File: config.mk
export PLATFORM = sky130hd
export DESIGN_NAME = jsu_divider
export DESIGN_NICKNAME = d
export VERILOG_FILES = /design/src/jsu_pkg.sv /design/src/jsu_divider.sv
export SDC_FILE = /design/constraint.sdc
export NUM_CORES = 1
export LEC_CHECK = 0
export BUFFER_PORTS_ARGS = -buffer_cell sky130_fd_sc_hd__buf_2
export CELL_PAD_IN_SITES_DETAIL_PLACEMENT = 0
export CELL_PAD_IN_SITES_GLOBAL_PLACEMENT = 2
export CORE_ASPECT_RATIO = 1.4
export CORE_MARGIN = 2
export CORE_UTILIZATION = 36
export DETAILED_ROUTE_END_ITERATION = 8
export PLACE_DENSITY = 0.82
export SYNTH_ARGS = -nofsm -noshare
export SYNTH_HDL_FRONTEND = slang
export SYNTH_SLANG_ARGS = --single-unit
File: constraint.sdc
create_clock -name clk -period 2.5 [get_ports clk]
set_input_delay 0.375 -clock clk [delete_from_list [all_inputs] [get_ports clk]]
set_output_delay 0.375 -clock clk [all_outputs]
set_load 0.03 [all_outputs]
File: src/jsu_pkg.sv
// shared constants, codes and types of the jaccard similarity unit
package jsu_pkg;

	localparam int MAX_DEGREE  = 256;
	localparam int VERTEX_BITS = 16;

	localparam int LEN_W      = $clog2(MAX_DEGREE + 1);
	localparam int ADDR_W     = $clog2(MAX_DEGREE);
	localparam int CMD_W      = 2;
	localparam int VERTEX_W   = 16;
	localparam int COMMON_W   = 9;
	localparam int UNION_W    = 10;
	localparam int PROD_W     = 17;
	localparam int RATIO_W    = 17;
	localparam int FRAC_BITS  = 16;
	localparam int DIVIDEND_W = COMMON_W + FRAC_BITS;
	localparam int DIV_CNT_W  = $clog2(DIVIDEND_W);

	localparam logic [CMD_W-1:0] CMD_APPEND_FIRST  = 2'd0;
	localparam logic [CMD_W-1:0] CMD_APPEND_SECOND = 2'd1;
	localparam logic [CMD_W-1:0] CMD_COMPUTE       = 2'd2;

	typedef enum logic [1:0] {
		ST_IDLE,
		ST_WALK,
		ST_DIV,
		ST_DONE
	} state_t;

	typedef struct packed {
		logic                  start;
		logic [DIVIDEND_W-1:0] dividend;
		logic [UNION_W-1:0]    divisor;
	} div_req_t;

	typedef struct packed {
		logic               done;
		logic [RATIO_W-1:0] quotient;
	} div_rsp_t;

	typedef struct packed {
		logic [COMMON_W-1:0] common_count;
		logic [UNION_W-1:0]  union_count;
		logic [PROD_W-1:0]   degree_product;
		logic [RATIO_W-1:0]  jaccard_ratio;
		logic                empty_union;
		logic                overflowed;
	} out_word_t;

endpackage

File: src/jsu_divider.sv
// restoring divider, one quotient bit per cycle
module jsu_divider (
	input  logic              clk,
	input  logic              arst_n,
	input  jsu_pkg::div_req_t req,
	output jsu_pkg::div_rsp_t rsp
);
	import jsu_pkg::*;

	logic                  busy_q;
	logic                  done_q;
	logic [DIV_CNT_W-1:0]  count_q;
	logic [UNION_W-1:0]    rem_q;
	logic [DIVIDEND_W-1:0] quo_q;
	logic [UNION_W-1:0]    divisor_q;

	logic [UNION_W:0]   rem_sh;
	logic               fits;
	logic [UNION_W-1:0] rem_nx;

	always_comb begin
		rem_sh = {rem_q, quo_q[DIVIDEND_W-1]};
		fits   = rem_sh >= {1'b0, divisor_q};
		rem_nx = fits ? UNION_W'(rem_sh - {1'b0, divisor_q}) : rem_sh[UNION_W-1:0];
	end

	always_ff @(posedge clk or negedge arst_n) begin
		if (!arst_n) begin
			busy_q  <= 1'b0;
			done_q  <= 1'b0;
			count_q <= '0;
		end else if (req.start) begin
			busy_q  <= 1'b1;
			done_q  <= 1'b0;
			count_q <= '0;
		end else if (busy_q) begin
			count_q <= count_q + 1'b1;
			if (count_q == DIV_CNT_W'(DIVIDEND_W - 1)) begin
				busy_q <= 1'b0;
				done_q <= 1'b1;
			end
		end else begin
			done_q <= 1'b0;
		end
	end

	always_ff @(posedge clk) begin
		if (req.start) begin
			rem_q     <= '0;
			quo_q     <= req.dividend;
			divisor_q <= req.divisor;
		end else if (busy_q) begin
			rem_q <= rem_nx;
			quo_q <= {quo_q[DIVIDEND_W-2:0], fits};
		end
	end

	always_comb begin
		rsp.done     = done_q;
		rsp.quotient = quo_q[RATIO_W-1:0];
	end

endmodule

# Word level (Yosys, flattened, before mapping)
# Cells that the tools add are included.
# classes
muxes	11
addsub	2
eq_ne	2
n_reduce_logical	1
order_cmp	1
# op_table
cell	count
two-way mux 25 bit	2
>= comparator 11 x 10 -> 1 bit	1
two-way mux 10 bit	1
two-way mux 5 bit	2
subtractor 10 bit	1
two-way mux 1 bit	6
adder 5 x 1 -> 5 bit (second input constant)	1
== test 5 bit (second input constant)	1
inequality test 3 x 2 -> 1 bit (second input constant)	1
nonzero test 2 bit	1
# word_totals
output_inout_bits	18
inputBits	38
ff_bits	52
wordCells	23

# Logic depth before layout (Yosys ltp)
# Gate-level depths: netlist of run 1.
# logic_depth
ltp_word	4
depth_mapped	9
mapped_depth_nobuf	9

# Worst setup path before layout of run 1
# No wires, ideal clock.
# synth_path
path_type	reg2reg
start	register quo_q[24]
end	register rem_q[8]
arrival_ps	1877
period_less_slack_ps	1999
stages_incl_launch_ff	10
setup_time_ps	122
path_slack_ps	501
required_ps	2378
path_buffers	0
path_cell_list	edfxtp_1 inv_1 ha_1 inv_1 fa_1 a211oi_1 o211ai_1 a31oi_1 xor2_1 o21ai_1
# synth_between
elab_chain_cells	2
elab_cells_between_ends	3
cone_classes	add/sub (1); order compare (1); mux (1)
# synth_rtl
item	line	rtl
start, declared	jsu_divider.sv:14	logic [DIVIDEND_W-1:0] quo_q;
start signal, assigned	jsu_divider.sv:50	quo_q <= req.dividend;
start signal, assigned	jsu_divider.sv:54	quo_q <= {quo_q[DIVIDEND_W-2:0], fits};
subtractor 10 bit / >= comparator 11 x 10 -> 1 bit (equally long branches)	jsu_divider.sv:24, jsu_divider.sv:23	
two-way mux 10 bit *	jsu_divider.sv:24	rem_nx = fits ? UNION_W'(rem_sh - {1'b0, divisor_q}) : rem_sh[UNION_W-1:0];
end signal, assigned	jsu_divider.sv:53	rem_q <= rem_nx;
end, declared	jsu_divider.sv:13	logic [UNION_W-1:0] rem_q;
# Mark *: on every way between the ends. The rest lies on a longest branch, timed or not.
# A chain may end at the register's enable or synchronous reset.

# Worst setup path in the final report of run 1
# Ends and elaborated chain as after synthesis.

==> results of run 1 <==
-- cell families (layout without fill, tap and decap cells) --
| family | after synthesis | after routing |
|---|---|---|
| adder cells (fa/ha/maj) | 13 | 13 |
| multiplexers | 31 | 31 |
| AO/OA/AOI/OAI | 39 | 39 |
| AND/OR/NAND/NOR | 44 | 44 |
| buffers and inverters | 46 | 90 |
| XOR/XNOR | 10 | 10 |
| flip-flops | 52 | 52 |
-- through the flow --
| stage | instance area, sq um | total power [mW] | util |
|---|---|---|---|
| after floorplan | 2750 | 1.83 | - |
| after global placement | 3010 | 1.98 | 0.409 |
| after detailed placement | 3010 | 1.98 | 0.409 |
| after CTS | 3110 | 2.47 | 0.422 |
| after global routing | 3110 | 2.63 | 0.423 |
| final | 3110 | 2.45 | 0.423 |
-- registers in the layout, summed over array words and instances (netlist names) --
name and flops:
busy_q 1, count_q 5, divisor_q 10, done_q 1, quo_q 25, rem_q 10
-- layout make-up --
cell class | instances | area share
Sequential cell | 52 | 0.458
Multi-Input combinational cell | 137 | 0.347
Timing Repair Buffer | 60 | 0.101
Tap cell | 97 | 0.0390
Inverter | 22 | 0.0265
Clock buffer | 6 | 0.0233
Clock inverter | 2 | 0.00522
-- routing by layer --
layer	track usage	wire, um	share of wire	up-vias
li1	-	-	-	913
met1	0.162	2280	0.43	869
met2	0.240	2680	0.50	44
met3	0.0361	265	0.050	8
met4	0.0599	105	0.020	0
met5	0	0	0	-
-- worst max path at each step --
stage	slack (ns)	startpoint	end
after floorplan	0.50	quo_q[24]	rem_q[8]
after global routing	0.04	divisor_q[1]	rem_q[4]
after global placement	0.13	quo_q[24]	rem_q[8]
after detailed placement	0.15	quo_q[24]	rem_q[8]
final	0.28	quo_q[24]	rem_q[8]
after CTS	0.12	quo_q[24]	rem_q[8]
-- report_power, final --
part	internal [mW]	total, mW	switching [mW]
sequential	1.05	1.13	0.0811
combinational	0.349	0.836	0.487
clock	0.200	0.478	0.278
total	1.60	2.45	0.847
-- cells in the final DEF, fill, tap and decap left out, types with 2 or more instances in the layout --
cell	Yosys	layout
sky130_fd_sc_hd__a21oi_1	8	8
sky130_fd_sc_hd__a32oi_1	3	3
sky130_fd_sc_hd__buf_2	0	55
sky130_fd_sc_hd__buf_4	19	4
sky130_fd_sc_hd__clkbuf_8	0	5
sky130_fd_sc_hd__dfrtp_1	7	7
sky130_fd_sc_hd__dfxtp_1	10	10
sky130_fd_sc_hd__edfxtp_1	35	35
sky130_fd_sc_hd__ha_1	12	12
sky130_fd_sc_hd__inv_1	22	22
sky130_fd_sc_hd__mux2_2	24	24
sky130_fd_sc_hd__mux2i_1	7	7
sky130_fd_sc_hd__nand2_1	9	9
sky130_fd_sc_hd__nand2b_1	4	4
sky130_fd_sc_hd__nand3_1	3	3
sky130_fd_sc_hd__nand4_1	3	3
sky130_fd_sc_hd__nor2_1	14	14
sky130_fd_sc_hd__nor3_1	4	4
sky130_fd_sc_hd__o21ai_0	10	10
sky130_fd_sc_hd__o21ai_1	3	3
sky130_fd_sc_hd__o221ai_1	2	2
sky130_fd_sc_hd__o311ai_0	2	2
sky130_fd_sc_hd__o31ai_1	2	2
sky130_fd_sc_hd__xnor2_1	3	3
sky130_fd_sc_hd__xor2_1	7	7
-- repair_timing --
item,in CTS,in global routing
endpoints found under the setup margin,0,2
hold endpoints to repair,7,0
resized for setup,0,1
hold buffers,1,0
==> run summary, run 1 <==
drt pass-1 iters -> 4
total routed wirelength -> 5.34 mm
Mapped Nets -> 286
terminus of the critical flop-to-flop path -> rem_q[8]
top-area cell type share of the netlist area -> 0.383
part of the Yosys area used for sequential elements -> 0.520
average via count per standard cell -> 4.88
number of levels the H-tree was split into -> 2
final antenna diode count -> 0
Post-synth top cells -> sky130_fd_sc_hd__edfxtp_1 (35), sky130_fd_sc_hd__mux2_2 (24), sky130_fd_sc_hd__inv_1 (22)
width of the die -> 77.8 um
mux contribution to synthesized area -> 0.124
Unique masters post-synth -> 41
post-DP HPWL -> 4.03 mm
final critical-path share of the clock period -> 0.889
data arrival time at the worst-slack endpoint -> 2.42 ns
Worst Reg-to-Reg Cells -> 9
synthesized instance count -> 235
flop-to-flop setup slack -> 0.28 ns
commonest register cell after synthesis -> sky130_fd_sc_hd__edfxtp_1
final setup violating endpoints -> 0
cell area after synthesis -> 2750 sq um
total leakage power -> 1.33 nW
total of flip-flops plus latches after synthesis -> 52
global-route usage over all layers -> 0.139
Final Skew -> 0.0128 ns
setup bufs post-CTS -> 0
PD cells -> 786 nW/um^2
sort of element at the end of the critical path -> flop
outcome -> completed
CTS Buffer Depth -> 2
ratio of cells with drive above 1 in the final layout -> 0.337
Starting Density -> 0.373
startpoint-to-endpoint class of the critical path -> flop to flop
post-route antenna net violation count -> 0
post-layout worst setup margin -> 0.279 ns
Worst path depth -> 9
port buffer count -> 55
number of placed instances, taps included -> 367
XOR/XNOR share of the synthesized area -> 0.0319
clock period minus final worst setup slack -> 2.22 ns
number of max-cap violations -> 0
buffers plus inverters on the worst setup path -> 2
fraction of the mapped netlist area in adder cells -> 0.0620
cell with the biggest individual delay on the critical path -> sky130_fd_sc_hd__fa_1
complex-gate fraction of the synthesized area -> 0.0921
number of fillers in the final layout -> 734
final number of hold-violating endpoints -> 0
number of vias after detailed routing -> 1834
Layout Cells excl Fill -> 376
largest family of logic cells by synthesized area -> multiplexers
clock latency on the worst-skew pair -> 0.30 ns
cell-by-cell trace of the critical path -> inv_1, ha_1, inv_1, fa_1, a211oi_2, o211ai_1, a31oi_1, xor2_1, o21ai_1
data required time of the worst path -> 2.70 ns
normalized max-slew margin -> 0.456
die boundary height -> 107 um
final setup TNS -> 0 ns
Final Hold Slack -> 0.236 ns
clock-pin slew on the worst setup and hold paths -> 0.10 ns
number of top-level pins -> 56
crit start category -> flop
cell taking the most area after synthesis -> sky130_fd_sc_hd__edfxtp_1
Area Overhead vs Synth -> 13.4%
first-pass GRT wire length -> 9.16 mm
via count of the first global-routing pass -> 1949
fin nets -> 329
post-synthesis simple-gate area fraction -> 0.0816
startpoint of the lowest-slack hold path -> req[7]
worst hold path class -> primary input to flop
Pins Over Slew Limit -> 0
maximum number of pins on one net before global-route repair -> 27
standard-cell rows -> 37
unrepaired setup endpoints after global routing -> no
worst reg2reg path startpoint -> quo_q[24]
YS warnings -> 0
TritonCTS clock tree -> built
maximum net fanout on the critical path -> 3
Critical Path Most Common Cell -> sky130_fd_sc_hd__inv_1
number of antenna violations at the first check in global routing -> 0
post-placement setup slack -> 0.146 ns
number of instances on the worst hold path -> 1
DRC Markers -> 0
highest achievable clock rate -> 450 MHz
worst stage delay on the critical path -> 0.42 ns
multi-input gate area in the final layout -> 1080 sq um
weighted congestion at the end of routability-driven global placement -> 0.742
die area -> 8350 sq um
async set or reset register ratio after synthesis -> 0.135
Clock Tree Root -> sky130_fd_sc_hd__clkbuf_8
count of flip-flops with a built-in enable after synthesis -> 35
Hold Crit Endpoint -> divisor_q[7]
Worst-Margin Slew -> 0.815 ns
sequential standard cell area -> 1430 sq um
clk sink count -> 52
Num CTS Buffers -> 5
top cells by area in the synthesized netlist -> sky130_fd_sc_hd__edfxtp_1 (38%), sky130_fd_sc_hd__mux2_2 (9.8%), sky130_fd_sc_hd__dfxtp_1 (7.3%), sky130_fd_sc_hd__dfrtp_1 (6.4%), sky130_fd_sc_hd__ha_1 (5.5%)
average wire per standard cell -> 14.2 um
core box area -> 7360 sq um
category of cells accounting for the largest share of critical-path delay -> compound AO/OA/AOI/OAI gates
global route overflow -> 0
cell with the most instances after synthesis -> sky130_fd_sc_hd__edfxtp_1
post-synthesis area per instance -> 11.7 sq um
Peak VDD IR -> 0.368 mV
violation count after the first detailed-route iteration -> 77
No activity file was read; power rests on OpenSTA's default activity.
==> run 2: changes to the inputs <==
Settings changed: ABC_CLOCK_PERIOD_IN_PS set to 2500, PLACE_DENSITY 0.82 to unset, PLACE_DENSITY_LB_ADDON set to 0.1.
==> run summary, run 2 (synthesis results as in run 1) <==
TritonCTS clock tree -> built
Peak VDD IR -> 0.347 mV (-5.7%)
post-layout util -> 0.422 (-0.000849)
worst stage delay on the critical path -> 0.68 ns (+0.26 ns)
Pins Over Slew Limit -> 0 (unchanged)
die boundary height -> 107 um (unchanged)
worst hold path class -> primary input to flop
highest achievable clock rate -> 441 MHz (-2.1%)
unrepaired setup endpoints after global routing -> no
Worst-Margin Slew -> 0.875 ns (+0.0594 ns)
final number of hold-violating endpoints -> 0 (unchanged)
data arrival time at the worst-slack endpoint -> 2.44 ns (+0.02 ns)
average wire per standard cell -> 14.9 um (+4.8%)
sequential share of power -> 0.464 (about the same)
cell-by-cell trace of the critical path -> inv_1, ha_1, nor3_1, nor4b_2, a21oi_2, mux2i_1, o22ai_1
final antenna diode count -> 0 (unchanged)
cell with the biggest individual delay on the critical path -> sky130_fd_sc_hd__a21oi_2
most common library cell in the layout ignoring fill and taps -> sky130_fd_sc_hd__buf_2
number of vias after detailed routing -> 1813 (-1.1%)
clock-pin slew on the worst setup and hold paths -> 0.09 ns (about the same)
final critical-path share of the clock period -> 0.907 (+0.0189)
number of max-cap violations -> 0 (unchanged)
standard-cell rows -> 37 (unchanged)
first-pass GRT wire length -> 8.98 mm (-2.0%)
CTS Buffer Depth -> 2 (unchanged)
drt pass-1 iters -> 4 (unchanged)
post-DP HPWL -> 4.19 mm (+4.0%)
width of the die -> 77.8 um (unchanged)
switching power share of the total -> 0.346 (+0.000405)
post-placement setup slack -> 0.165 ns (+0.0191 ns)
Starting Density -> 0.373 (unchanged)
Top reg by flops -> quo_q
core box area -> 7360 sq um (unchanged)
startpoint-to-endpoint class of the critical path -> flop to flop
Num CTS Buffers -> 5 (unchanged)
ratio of cells with drive above 1 in the final layout -> 0.337 (unchanged)
maximum net fanout on the critical path -> 17 (+14)
internal power -> 1.59 mW (-0.45%)
clock period minus final worst setup slack -> 2.27 ns (+0.0472 ns)
weighted congestion at the end of routability-driven global placement -> 0.796 (+7.3%)
registers with the most flip-flops -> quo_q x25, divisor_q x10, rem_q x10
Final Hold Slack -> 0.246 ns (+0.0102 ns)
portion of total power attributed to the clock network -> 0.187 (-0.008)
total leakage power -> 1.33 nW (+0.30%)
highest-count cells in the layout ignoring fill and taps -> sky130_fd_sc_hd__buf_2 (55), sky130_fd_sc_hd__edfxtp_1 (35), sky130_fd_sc_hd__mux2_2 (24), sky130_fd_sc_hd__inv_1 (22), sky130_fd_sc_hd__nor2_1 (14)
number of placed instances, taps included -> 367 (unchanged)
number of fillers in the final layout -> 734 (unchanged)
port buffer count -> 55 (unchanged)
final setup violating endpoints -> 0 (unchanged)
die area -> 8350 sq um (unchanged)
number of top-level pins -> 56 (unchanged)
PD cells -> 785 nW/um^2 (-0.19%)
clock latency on the worst-skew pair -> 0.30 ns (about the same)
via count of the first global-routing pass -> 1891 (-3.0%)
data required time of the worst path -> 2.68 ns (-0.02 ns)
Area Overhead vs Synth -> 13.2%
total routed wirelength -> 5.59 mm (+4.8%)
post-layout worst setup margin -> 0.231 ns (-0.0472 ns)
buffers plus inverters on the worst setup path -> 1 (-1)
sort of element at the end of the critical path -> flop
switching pwr -> 844 uW (-0.27%)
category of cells accounting for the largest share of critical-path delay -> compound AO/OA/AOI/OAI gates
average via count per standard cell -> 4.82 (-1.1%)
number of levels the H-tree was split into -> 2 (unchanged)
final setup TNS -> 0 ns (unchanged)
max FFs per register -> 25 (unchanged)
crit start category -> flop
Final Skew -> 0.00263 ns (-0.0102 ns)
fin nets -> 329 (unchanged)
clk sink count -> 52 (unchanged)
number of antenna violations at the first check in global routing -> 0 (unchanged)
global-route usage over all layers -> 0.140 (+0.000590)
post-route antenna net violation count -> 0 (unchanged)
normalized max-slew margin -> 0.417 (-0.0396)
violation count after the first detailed-route iteration -> 79 (+2.6%)
outcome -> completed
DRC Markers -> 0 (unchanged)
setup bufs post-CTS -> 0 (unchanged)
logic gate share of total power -> 0.349 (+0.007)
global route overflow -> 0 (unchanged)
maximum number of pins on one net before global-route repair -> 26 (-3.7%)
Clock Tree Root -> sky130_fd_sc_hd__clkbuf_8
Layout Cells excl Fill -> 376 (unchanged)
-- run 2: cell count changes in the layout (fill, tap and decap cells not counted) --
| cell | delta |
|---|---|
| sky130_fd_sc_hd__clkbuf_1 | -1 |
| sky130_fd_sc_hd__clkinv_1 | +1 |
| sky130_fd_sc_hd__clkinv_2 | +2 |
| sky130_fd_sc_hd__clkinv_4 | -1 |
| sky130_fd_sc_hd__clkinvlp_4 | -1 |
-- run 2: worst register-to-register path, cell delays in order, from the launching register on --
cell and delay [ns]:
sky130_fd_sc_hd__edfxtp_1 0.38, sky130_fd_sc_hd__inv_1 0.08, sky130_fd_sc_hd__ha_1 0.28, sky130_fd_sc_hd__nor3_1 0.29, sky130_fd_sc_hd__nor4b_2 0.10, sky130_fd_sc_hd__a21oi_2 0.68
sky130_fd_sc_hd__mux2i_1 0.26, sky130_fd_sc_hd__o22ai_1 0.08
-- run 2: power by group through the flow --
stage,combinational (mW),sequential [mW],clock (mW)
after floorplan,0.701,1.13,0
after global placement,0.850,1.15,0
after detailed placement,0.843,1.15,0
after CTS,0.851,1.14,0.483
after global routing,0.939,1.15,0.503
final,0.851,1.13,0.456
-- run 2: cell type report --
class                      count  area, sq um  area share
clock buffer                   5         68.8      0.0221
clock inverter                 3         13.8     0.00443
inverter                      22         82.6      0.0266
multi-input combinational    137         1080       0.347
sequential                    52         1430       0.459
tap                           97          121      0.0390
timing repair buffer          60          315       0.101
-- run 2: repair_timing --
action,in CTS,in global routing
setup endpoints to repair,0,1
gates resized for setup,0,1
hold buffers,1,0
hold endpoints to repair,7,0
-- run 2: final timing paths --
path | start | end | slack, ns | cells past startpoint
min in group asynchronous | arst_n | done_q | 0.43 | 2
max in group asynchronous | arst_n | count_q[1] | 1.91 | 2
max | divisor_q[3] | rem_q[4] | 0.23 | 7
min reg2reg | rem_q[1] | rem_q[1] | 0.50 | 2
max reg2reg | divisor_q[3] | rem_q[4] | 0.23 | 7
min | req[4] | divisor_q[4] | 0.25 | 1
-- run 2: through the flow --
step                      cell area (sq um)  power [mW]
after global placement                 3010        2.00
after CTS                              3100        2.47
after global routing                   3110        2.59
after detailed placement               3010        2.00
after floorplan                        2750        1.83
final                                  3110        2.44
-- run 2: metal layers --
metal	track usage	up-vias	share of wire
met3	0.0260	4	0.031
met5	0	-	0
li1	-	908	-
met2	0.258	35	0.54
met1	0.157	866	0.42
met4	0.0536	0	0.011
